===== src/hw/rtl/amx_pkg.sv =====
// Shared types, constants and mixing functions of the and-mix xor-rotate generator.
package amx_pkg;

  localparam logic [63:0] DefaultSeed  = 64'h9E3779B97F4A7C15;
  localparam logic [63:0] SeedK1       = 64'h6A09E667F3BCC908;
  localparam logic [63:0] SeedK2       = 64'h3243F6A8885A308D;
  localparam logic [63:0] SeedK3       = 64'hB7E151628AED2A6B;
  localparam logic [7:0]  WarmupReset  = 8'd22;
  localparam int unsigned QueueDepth   = 2;
  localparam int unsigned QueuePtrW    = $clog2(QueueDepth);
  localparam int unsigned QueueCntW    = $clog2(QueueDepth + 1);

  typedef enum logic {
    REQ_DRAW = 1'b0,
    REQ_SEED = 1'b1
  } req_e;

  // One queued request
  typedef struct packed {
    req_e        kind;
    logic [63:0] seed;
  } req_t;

  // Queue head as seen by the back end
  typedef struct packed {
    logic valid;
    req_t req;
  } qhead_t;

  // Generator state
  typedef struct packed {
    logic [63:0] a;
    logic [63:0] b;
    logic [63:0] c;
    logic [63:0] d;
  } state_t;

  // Rotate left by a fixed amount, 1..63
  function automatic logic [63:0] rotl(input logic [63:0] v, input int unsigned n);
    return (v << n) | (v >> (64 - n));
  endfunction

  // Four-stage rotate-AND-xor mix
  function automatic logic [63:0] mix4(input logic [63:0] v);
    logic [63:0] t;
    t = v;
    t = t ^ (rotl(t, 31) & rotl(t, 53));
    t = t ^ (rotl(t, 17) & rotl(t, 43));
    t = t ^ (rotl(t, 7)  & rotl(t, 23));
    t = t ^ (rotl(t, 5)  & rotl(t, 19));
    return t;
  endfunction

  function automatic logic [63:0] word_step(input logic [63:0] v);
    return mix4(v ^ rotl(v, 22) ^ rotl(v, 26));
  endfunction

  // One state round
  function automatic state_t advance(input state_t s);
    state_t r;
    r.a = word_step(s.a ^ rotl(s.b, 5)  ^ rotl(s.c, 13));
    r.b = word_step(s.b ^ rotl(s.c, 11) ^ rotl(s.d, 19));
    r.c = word_step(s.c ^ rotl(s.d, 23) ^ rotl(s.a, 9));
    r.d = word_step(s.d ^ rotl(s.a, 17) ^ rotl(s.b, 27));
    return r;
  endfunction

  function automatic state_t expand_seed(input logic [63:0] s);
    state_t r;
    r.a = s;
    r.b = s ^ SeedK1;
    r.c = s ^ SeedK2;
    r.d = s ^ SeedK3;
    return r;
  endfunction

  // Output word from the current state
  function automatic logic [63:0] draw_word(input state_t s);
    logic [63:0] t;
    t = s.a ^ rotl(s.b, 32) ^ s.c ^ rotl(s.d, 16);
    t = t ^ rotl(t, 27) ^ rotl(t, 17);
    t = mix4(t);
    t = t ^ (t >> 32);
    return t;
  endfunction

endpackage


===== src/hw/rtl/amx_front.sv =====
// Front end: accepts requests, tags them draw or seed, and queues them for the back end.
module amx_front (
  input  logic               clk_i,
  input  logic               rst_ni,
  input  logic               in_valid_i,
  output logic               in_ready_o,
  input  logic               req_type_i,
  input  logic [63:0]        seed_value_i,
  output amx_pkg::qhead_t    head_o,
  input  logic               pop_i
);

  amx_pkg::req_t                     mem_q [amx_pkg::QueueDepth];
  logic [amx_pkg::QueuePtrW-1:0]     wr_ptr_q, wr_ptr_d;
  logic [amx_pkg::QueuePtrW-1:0]     rd_ptr_q, rd_ptr_d;
  logic [amx_pkg::QueueCntW-1:0]     count_q, count_d;
  logic                              push;
  amx_pkg::req_t                     new_req;

  // Classify the incoming request
  always_comb begin
    new_req.kind = amx_pkg::req_e'(req_type_i);
    new_req.seed = seed_value_i;
  end

  assign in_ready_o = (count_q != amx_pkg::QueueCntW'(amx_pkg::QueueDepth));
  assign push       = in_valid_i & in_ready_o;

  assign head_o.valid = (count_q != '0);
  assign head_o.req   = mem_q[rd_ptr_q];

  // Pointer and fill bookkeeping
  always_comb begin
    wr_ptr_d = wr_ptr_q;
    rd_ptr_d = rd_ptr_q;
    count_d  = count_q;
    if (push) begin
      wr_ptr_d = (wr_ptr_q == amx_pkg::QueuePtrW'(amx_pkg::QueueDepth - 1)) ? '0
               : wr_ptr_q + 1'b1;
    end
    if (pop_i) begin
      rd_ptr_d = (rd_ptr_q == amx_pkg::QueuePtrW'(amx_pkg::QueueDepth - 1)) ? '0
               : rd_ptr_q + 1'b1;
    end
    if (push && !pop_i) begin
      count_d = count_q + 1'b1;
    end else if (!push && pop_i) begin
      count_d = count_q - 1'b1;
    end
  end

  always_ff @(posedge clk_i or negedge rst_ni) begin
    if (!rst_ni) begin
      wr_ptr_q <= '0;
      rd_ptr_q <= '0;
      count_q  <= '0;
    end else begin
      wr_ptr_q <= wr_ptr_d;
      rd_ptr_q <= rd_ptr_d;
      count_q  <= count_d;
    end
  end

  // Queue storage
  always_ff @(posedge clk_i) begin
    if (push) begin
      mem_q[wr_ptr_q] <= new_req;
    end
  end

endmodule


===== src/hw/rtl/amx_core.sv =====
// Back end: generator state, warm-up sequencing, warm-up register and output register.
module amx_core (
  input  logic               clk_i,
  input  logic               rst_ni,
  input  amx_pkg::qhead_t    head_i,
  output logic               pop_o,
  input  logic               cfg_valid_i,
  input  logic [7:0]         cfg_data_i,
  output logic               out_valid_o,
  input  logic               out_ready_i,
  output logic [63:0]        random_word_o
);

  amx_pkg::state_t state_q, state_d;
  logic [7:0]      warmup_q;
  logic [7:0]      cnt_q, cnt_d;
  logic            busy_q, busy_d;
  logic            out_valid_q, out_valid_d;
  logic [63:0]     word_q;
  logic            slot_free;
  logic            pop_draw;

  assign slot_free = !out_valid_q || out_ready_i;

  // Take the head request when idle; a draw also needs the output slot
  assign pop_o = head_i.valid && !busy_q &&
                 ((head_i.req.kind == amx_pkg::REQ_SEED) || slot_free);
  assign pop_draw = pop_o && (head_i.req.kind == amx_pkg::REQ_DRAW);

  // State update, warm-up counting, output slot
  always_comb begin
    state_d     = state_q;
    cnt_d       = cnt_q;
    busy_d      = busy_q;
    out_valid_d = out_valid_q;
    if (out_ready_i) begin
      out_valid_d = 1'b0;
    end
    if (busy_q) begin
      state_d = amx_pkg::advance(state_q);
      cnt_d   = cnt_q - 1'b1;
      busy_d  = (cnt_q != 8'd1);
    end else if (pop_o) begin
      case (head_i.req.kind)
        amx_pkg::REQ_SEED: begin
          state_d = amx_pkg::expand_seed(head_i.req.seed);
          cnt_d   = warmup_q;
          busy_d  = (warmup_q != 8'd0);
        end
        amx_pkg::REQ_DRAW: begin
          state_d     = amx_pkg::advance(state_q);
          out_valid_d = 1'b1;
        end
        default: begin
          state_d = state_q;
        end
      endcase
    end
  end

  always_ff @(posedge clk_i or negedge rst_ni) begin
    if (!rst_ni) begin
      state_q     <= amx_pkg::expand_seed(amx_pkg::DefaultSeed);
      warmup_q    <= amx_pkg::WarmupReset;
      cnt_q       <= '0;
      busy_q      <= 1'b0;
      out_valid_q <= 1'b0;
    end else begin
      state_q     <= state_d;
      cnt_q       <= cnt_d;
      busy_q      <= busy_d;
      out_valid_q <= out_valid_d;
      if (cfg_valid_i) begin
        warmup_q <= cfg_data_i;
      end
    end
  end

  // Output word register
  always_ff @(posedge clk_i) begin
    if (pop_draw) begin
      word_q <= amx_pkg::draw_word(state_q);
    end
  end

  assign out_valid_o   = out_valid_q;
  assign random_word_o = word_q;

endmodule


===== src/hw/rtl/andmix_xor_rotate_prng_top.sv =====
// Top level of the and-mix xor-rotate pseudo-random generator.
// A draw passes the queue stage, then the output register, before its result shows.
// Throughput: one draw per cycle unless a warm-up runs or the output is stalled.
// A seed request holds the back end while it runs warmup_rounds full rounds, one per cycle.
// Reset (async, active low) loads the default seed expansion with no warm-up,
// sets warmup_rounds to 22 and empties the queue and output register.
module andmix_xor_rotate_prng_top (
  input  logic        clk_i,
  input  logic        rst_ni,
  input  logic        in_valid_i,
  output logic        in_ready_o,
  input  logic        req_type_i,
  input  logic [63:0] seed_value_i,
  output logic        out_valid_o,
  input  logic        out_ready_i,
  output logic [63:0] random_word_o,
  input  logic        cfg_valid_i,
  output logic        cfg_ready_o,
  input  logic [7:0]  cfg_data_i
);

  amx_pkg::qhead_t head;
  logic            pop;

  // Register writes are always taken
  assign cfg_ready_o = 1'b1;

  amx_front u_front (
    .clk_i        (clk_i),
    .rst_ni       (rst_ni),
    .in_valid_i   (in_valid_i),
    .in_ready_o   (in_ready_o),
    .req_type_i   (req_type_i),
    .seed_value_i (seed_value_i),
    .head_o       (head),
    .pop_i        (pop)
  );

  amx_core u_core (
    .clk_i         (clk_i),
    .rst_ni        (rst_ni),
    .head_i        (head),
    .pop_o         (pop),
    .cfg_valid_i   (cfg_valid_i & cfg_ready_o),
    .cfg_data_i    (cfg_data_i),
    .out_valid_o   (out_valid_o),
    .out_ready_i   (out_ready_i),
    .random_word_o (random_word_o)
  );

endmodule


===== config.mk =====
export PLATFORM = sky130hd
export DESIGN_NAME = andmix_xor_rotate_prng_top
export DESIGN_NICKNAME = d
export VERILOG_FILES = /design/src/hw/rtl/amx_pkg.sv /design/src/hw/rtl/amx_front.sv /design/src/hw/rtl/amx_core.sv /design/src/hw/rtl/andmix_xor_rotate_prng_top.sv
export SDC_FILE = /design/constraint.sdc
export NUM_CORES = 2
export LEC_CHECK = 0
export BUFFER_PORTS_ARGS = -buffer_cell sky130_fd_sc_hd__buf_2
export CAP_MARGIN = 15
export CORE_MARGIN = 4
export CORE_UTILIZATION = 59
export CTS_CLUSTER_DIAMETER = 120
export CTS_CLUSTER_SIZE = 16
export DETAILED_ROUTE_END_ITERATION = 8
export PLACE_DENSITY = 0.87
export SETUP_SLACK_MARGIN = 0.5
export SLEW_MARGIN = 15
export SYNTH_ARGS = -nofsm -noshare
export SYNTH_HDL_FRONTEND = slang
export SYNTH_SLANG_ARGS = --single-unit

===== constraint.sdc =====
create_clock -name clk_i -period 4.4 [get_ports clk_i]
set_clock_uncertainty 0.15 [all_clocks]
set_input_delay 0.44 -clock clk_i [delete_from_list [all_inputs] [get_ports clk_i]]
set_output_delay 0.44 -clock clk_i [all_outputs]
set_load 0.03 [all_outputs]

==> results of run 1 <==
## synthesized netlist by cell type, types with 131 or more instances
cell type  instances
xnor2_1          660
o21a_1           190
xnor3_1          680
nand2_1          262
or2_2            167
a21oi_1          630
xor2_1           312
xor3_1           148
nor2_1           657
dfrtp_1          131
dfstp_2          147
buf_2            150
edfxtp_1         194
nor3_1           529
o22ai_1          461
## cells by family after synthesis
| kind of cell | Yosys count | share of synthesized area |
|---|---|---|
| other | 1 | 0.00006142 |
| adder cells (fa/ha/maj) | 3 | 0.0006148 |
| XOR/XNOR | 1834 | 0.4572 |
| AND/OR/NAND/NOR | 1877 | 0.1472 |
| multiplexers | 75 | 0.01377 |
| buffers and inverters | 271 | 0.02092 |
| AO/OA/AOI/OAI | 1514 | 0.1478 |
| flip-flops | 472 | 0.2124 |
## through the flow
step	hold WS, ns	worst slack (ns)	setup TNS [ns]	instance area [sq um]	std cells
floorplan	-0.005591	0.6055	0	61060	6047
global placement	0.2419	-0.4161	-4.179	77270	9152
detailed placement	0.2510	-0.4607	-9.185	77270	9152
CTS	0.02518	0.1311	0	83070	9408
## metal layers
layer / GRT usage / GRT overflow
met1: 0.8178 / 30
met2: 0.9365 / 434
met3: 0.7046 / 44
met4: 0.7850 / 329
met5: 0.5093 / 6
## timing repair
| action | CTS |
|---|---|
| resized for setup | 552 |
| setup endpoints to repair | 320 |
| hold endpoints to repair | 182 |
| pin swaps | 138 |
| hold buffers | 74 |
| buffers inserted | 116 |
==> impl_metrics.toml, run 1 <==
[floorplan]
die_w_um = 329.7
start_util = 0.5967
top_level_ports = 145
die_y_um = 329.7
row_count = 117

[clocking]
clockRootBuffer = "clkbuf_16"
htreeDepth = 2
cts_buffers = 36
cts_buffer_depth = 3
numClockSinks = 472

[grt]
grt_max_degree = 177
track_usage = 0.8137
grt_first_pass_wirelength_um = 634800
grt_pass1_vias = 77920
grt_remaining_overflow = 843

[synthesis]
syn-num-nets = 6128
yosysWarnings = 0
synth_area_leader_cell = "xnor3_1"
syn_inst = 6047
ys_async_sr_fraction = 0.5890
synth_top_area_frac = 0.2508
synth_top_cells_by_area = "xnor3_1 (25%), edfxtp_1 (9.5%), xnor2_1 (9.5%), dfstp_2 (6.3%), xor3_1 (5.8%)"
syn_area_sq_um = 61060
synth_edf_count = 194
synthFlopType = "edfxtp_1"
yosysSeqAreaShare = 0.2124
synth.distinct_cells = 50
avgSynthCellArea_sq_um = 10.10
ys_seq_elements = 472

[run_status]
tool.error = "[ERROR GRT-0116] Global routing finished with congestion. Check the congestion regions in the DRC Viewer."
haltStage = "global routing"
status = "aborted with a tool error"

[placed_design]
hpwl_um = 298300
port_buffers = 143
routabilityCongestion = 1.470
==> inputs of run 2 (changes only) <==
--- a/config.mk
+++ b/config.mk
@@ -8,12 +8,9 @@
 export BUFFER_PORTS_ARGS = -buffer_cell sky130_fd_sc_hd__buf_2
 export CAP_MARGIN = 15
 export CORE_MARGIN = 4
-export CORE_UTILIZATION = 59
-export CTS_CLUSTER_DIAMETER = 120
-export CTS_CLUSTER_SIZE = 16
+export CORE_UTILIZATION = 40
 export DETAILED_ROUTE_END_ITERATION = 8
-export PLACE_DENSITY = 0.87
-export SETUP_SLACK_MARGIN = 0.5
+export PLACE_DENSITY_LB_ADDON = 0.15
 export SLEW_MARGIN = 15
 export SYNTH_ARGS = -nofsm -noshare
 export SYNTH_HDL_FRONTEND = slang
==> constraint.sdc (replaced) <==
create_clock -name clk_i -period 5.72 [get_ports clk_i]
set_clock_uncertainty 0.15 [all_clocks]
set_input_delay 0.572 -clock clk_i [delete_from_list [all_inputs] [get_ports clk_i]]
set_output_delay 0.572 -clock clk_i [all_outputs]
set_load 0.03 [all_outputs]
==> impl_metrics.toml, run 2 <==
[run_status]
status = "finished with violations"
violations = "setup timing"

[timing]
final-hold-violation-count = 0
max_freq_mhz = 170.2
min_period_ns = 5.876
period_share = 1.027
setup_slack_ns = -0.1564
worst_pin_slew_ns = 1.490
slew_headroom = 0.006558
whs_ns = 0.05394
setup_viol = 2
rsz0062_at_grt = "no"
drv_slew = 0

[floorplan]
top_level_ports = 145
die_area_sq_um = 159000
start_util = 0.4019
die_y_um = 398.7
core-area_sq_um = 151900
die_w_um = 398.7
row_count = 143

[cells_and_area]
instances_no_fill = 8488
nFillCells = 14564
regMostFlops = "u_core.state_q"
nets = 6445
final_common_cell = "xnor3_1"
largest_reg_flops = 256
drive_gt1_frac = 0.1637
area_delta_synth_final_pct = 12.21
ff_latch_area_sq_um = 12970
final_cell_mix = "xnor3_1 (680), xnor2_1 (660), nor2_1 (653)"
multiInputGateArea_sq_um = 47050
final_cell_area_sq_um = 68510

[synthesis]
syn_area_sq_um = 61060
yosysWarnings = 0
synth_top_area_frac = 0.2508
synth_area_leader_cell = "xnor3_1"
synthFlopType = "edfxtp_1"
synthTopCellsByCount = "xnor3_1 (680), xnor2_1 (660), nor2_1 (657)"
ys_async_sr_fraction = 0.5890
synth.distinct_cells = 50
syn-num-nets = 6128
synth_most_common_cell = "xnor3_1"
synth_edf_count = 194
yosysSeqAreaShare = 0.2124
ys_seq_elements = 472
synth_top_cells_by_area = "xnor3_1 (25%), edfxtp_1 (9.5%), xnor2_1 (9.5%), dfstp_2 (6.3%), xor3_1 (5.8%)"
avgSynthCellArea_sq_um = 10.10
syn_inst = 6047

[worst_setup_path]
crit_required_ns = 6.02
critPathLaunchType = "register"
critPathSlowestCell = "dfrtp_1"
crit_chain = "xnor2_1, xnor2_1, xor3_1, nor3_1, nor4_1, xnor2_1, nor3_1, nor4_2, xor2_1, xnor3_1"
path_class = "reg -> reg"
cp_top_family = "XOR/XNOR gates"
path_buf_inv = 0
critPathMaxFanout = 6
endpoint_kind = "register"
arrival_ns = 6.18
cpMostUsedCell = "xnor2_1"
critical_path.max_stage_delay_ns = 0.73

[clocking]
numClockSinks = 472
cts_tree = "done"
clockRootBuffer = "clkbuf_16"
post-cts-setup-buffer-count = 0
cts_buffers = 58
clock_latency_ns = 0.74
cts_buffer_depth = 3
htreeDepth = 2
path_clk_slew_ns = 0.06

[routing]
dr_total_vias = 58907
drc_errors = 0
ant_nets = 0
wirelength_um = 393800
first_pass_iters = 9
drt-initial-drc-count = 9904
vias_per_cell = 6.940
detail_route.wl_per_cell_um = 46.40

[placed_design]
port_buffers = 143
placedCellCount = 8258
routabilityCongestion = 1.239
dpl_cell_area_sq_um = 65620
hpwl_um = 325200

[run]
maxCapViolations = 0

[grt]
antenna_found_initial = 36
grt_pass1_vias = 54630
grt_remaining_overflow = 0
grt_first_pass_wirelength_um = 509700
track_usage = 0.4821
grt_max_degree = 116

[hold_path]
hold_class = "in -> reg"
## run 2: kinds of logic after synthesis
family,synth area share
mux,0.01377
fa+ha+maj,0.0006148
compound gates,0.1478
flops,0.2124
xor+xnor,0.4572
buf+inv,0.02092
simple gates,0.1472
other cells,0.00006142
## run 2: worst paths after layout
path                                     startpoint                  endpoint  slack [ns]  depth (start not counted)
worst max-delay path            u_core.state_q[176]  u_core.random_word_o[28]       -0.16                         10
min in group asynchronous                    rst_ni       u_core.state_q[182]        0.26                          2
worst min register to register      u_core.cnt_q[5]           u_core.cnt_q[5]        0.36                          1
worst max register to register  u_core.state_q[176]  u_core.random_word_o[28]       -0.16                         10
max in group asynchronous                    rst_ni          u_front.rd_ptr_q        3.75                          3
worst min-delay path                    out_ready_i        u_core.out_valid_o        0.05                          3
## run 2: metrics by stage
stage | utilization | setup TNS [ns] | setup slack (ns)
after floorplan | - | 0 | 1.453
after global placement | 0.4319 | 0 | 0.2328
after CTS | 0.4498 | 0 | 0.2854
after detailed placement | 0.4320 | 0 | 0.2780
final | 0.4510 | -0.1704 | -0.1564
after global routing | 0.4504 | 0 | 0.1082
## run 2: metal layers
metal,routed length (um),share of wire,track usage,vias to the layer above
li1,-,-,-,22860
met1,142400,0.36,0.5804,29094
met2,159800,0.41,0.6818,5429
met3,53460,0.14,0.1972,1506
met4,37840,0.096,0.3713,18
met5,352,0.00089,0.01139,-
## run 2: final cells by class
class,instances,share of cell area
diodes,44,0.001607
flip-flops and latches,472,0.1893
clock inverters,32,0.005369
multi-input cells,5304,0.6867
repair buffers,523,0.05638
clock buffers,78,0.02330
well taps,2030,0.03707
inverters,5,0.0002739
## run 2: what timing repair did
| action | CTS | global route |
|---|---|---|
| gates resized for setup | 0 | 2 |
| hold buffers | 74 | 0 |
| endpoints found under the setup margin | 0 | 1 |
| endpoints found under the hold margin | 164 | 0 |
## run 2: worst register-to-register path, stage by stage (launching register included)
cell and delay, ns:
dfrtp_1 0.73, xnor2_1 0.33, xnor2_1 0.69, xor3_1 0.70, nor3_1 0.48, nor4_1 0.13
xnor2_1 0.69, nor3_1 0.15, nor4_2 0.57, xor2_1 0.47, xnor3_1 0.53
Power of run 2 is left out: the tool's default activity adds up to more than one toggle a clock period on the data nets, which glitch-free logic cannot reach.
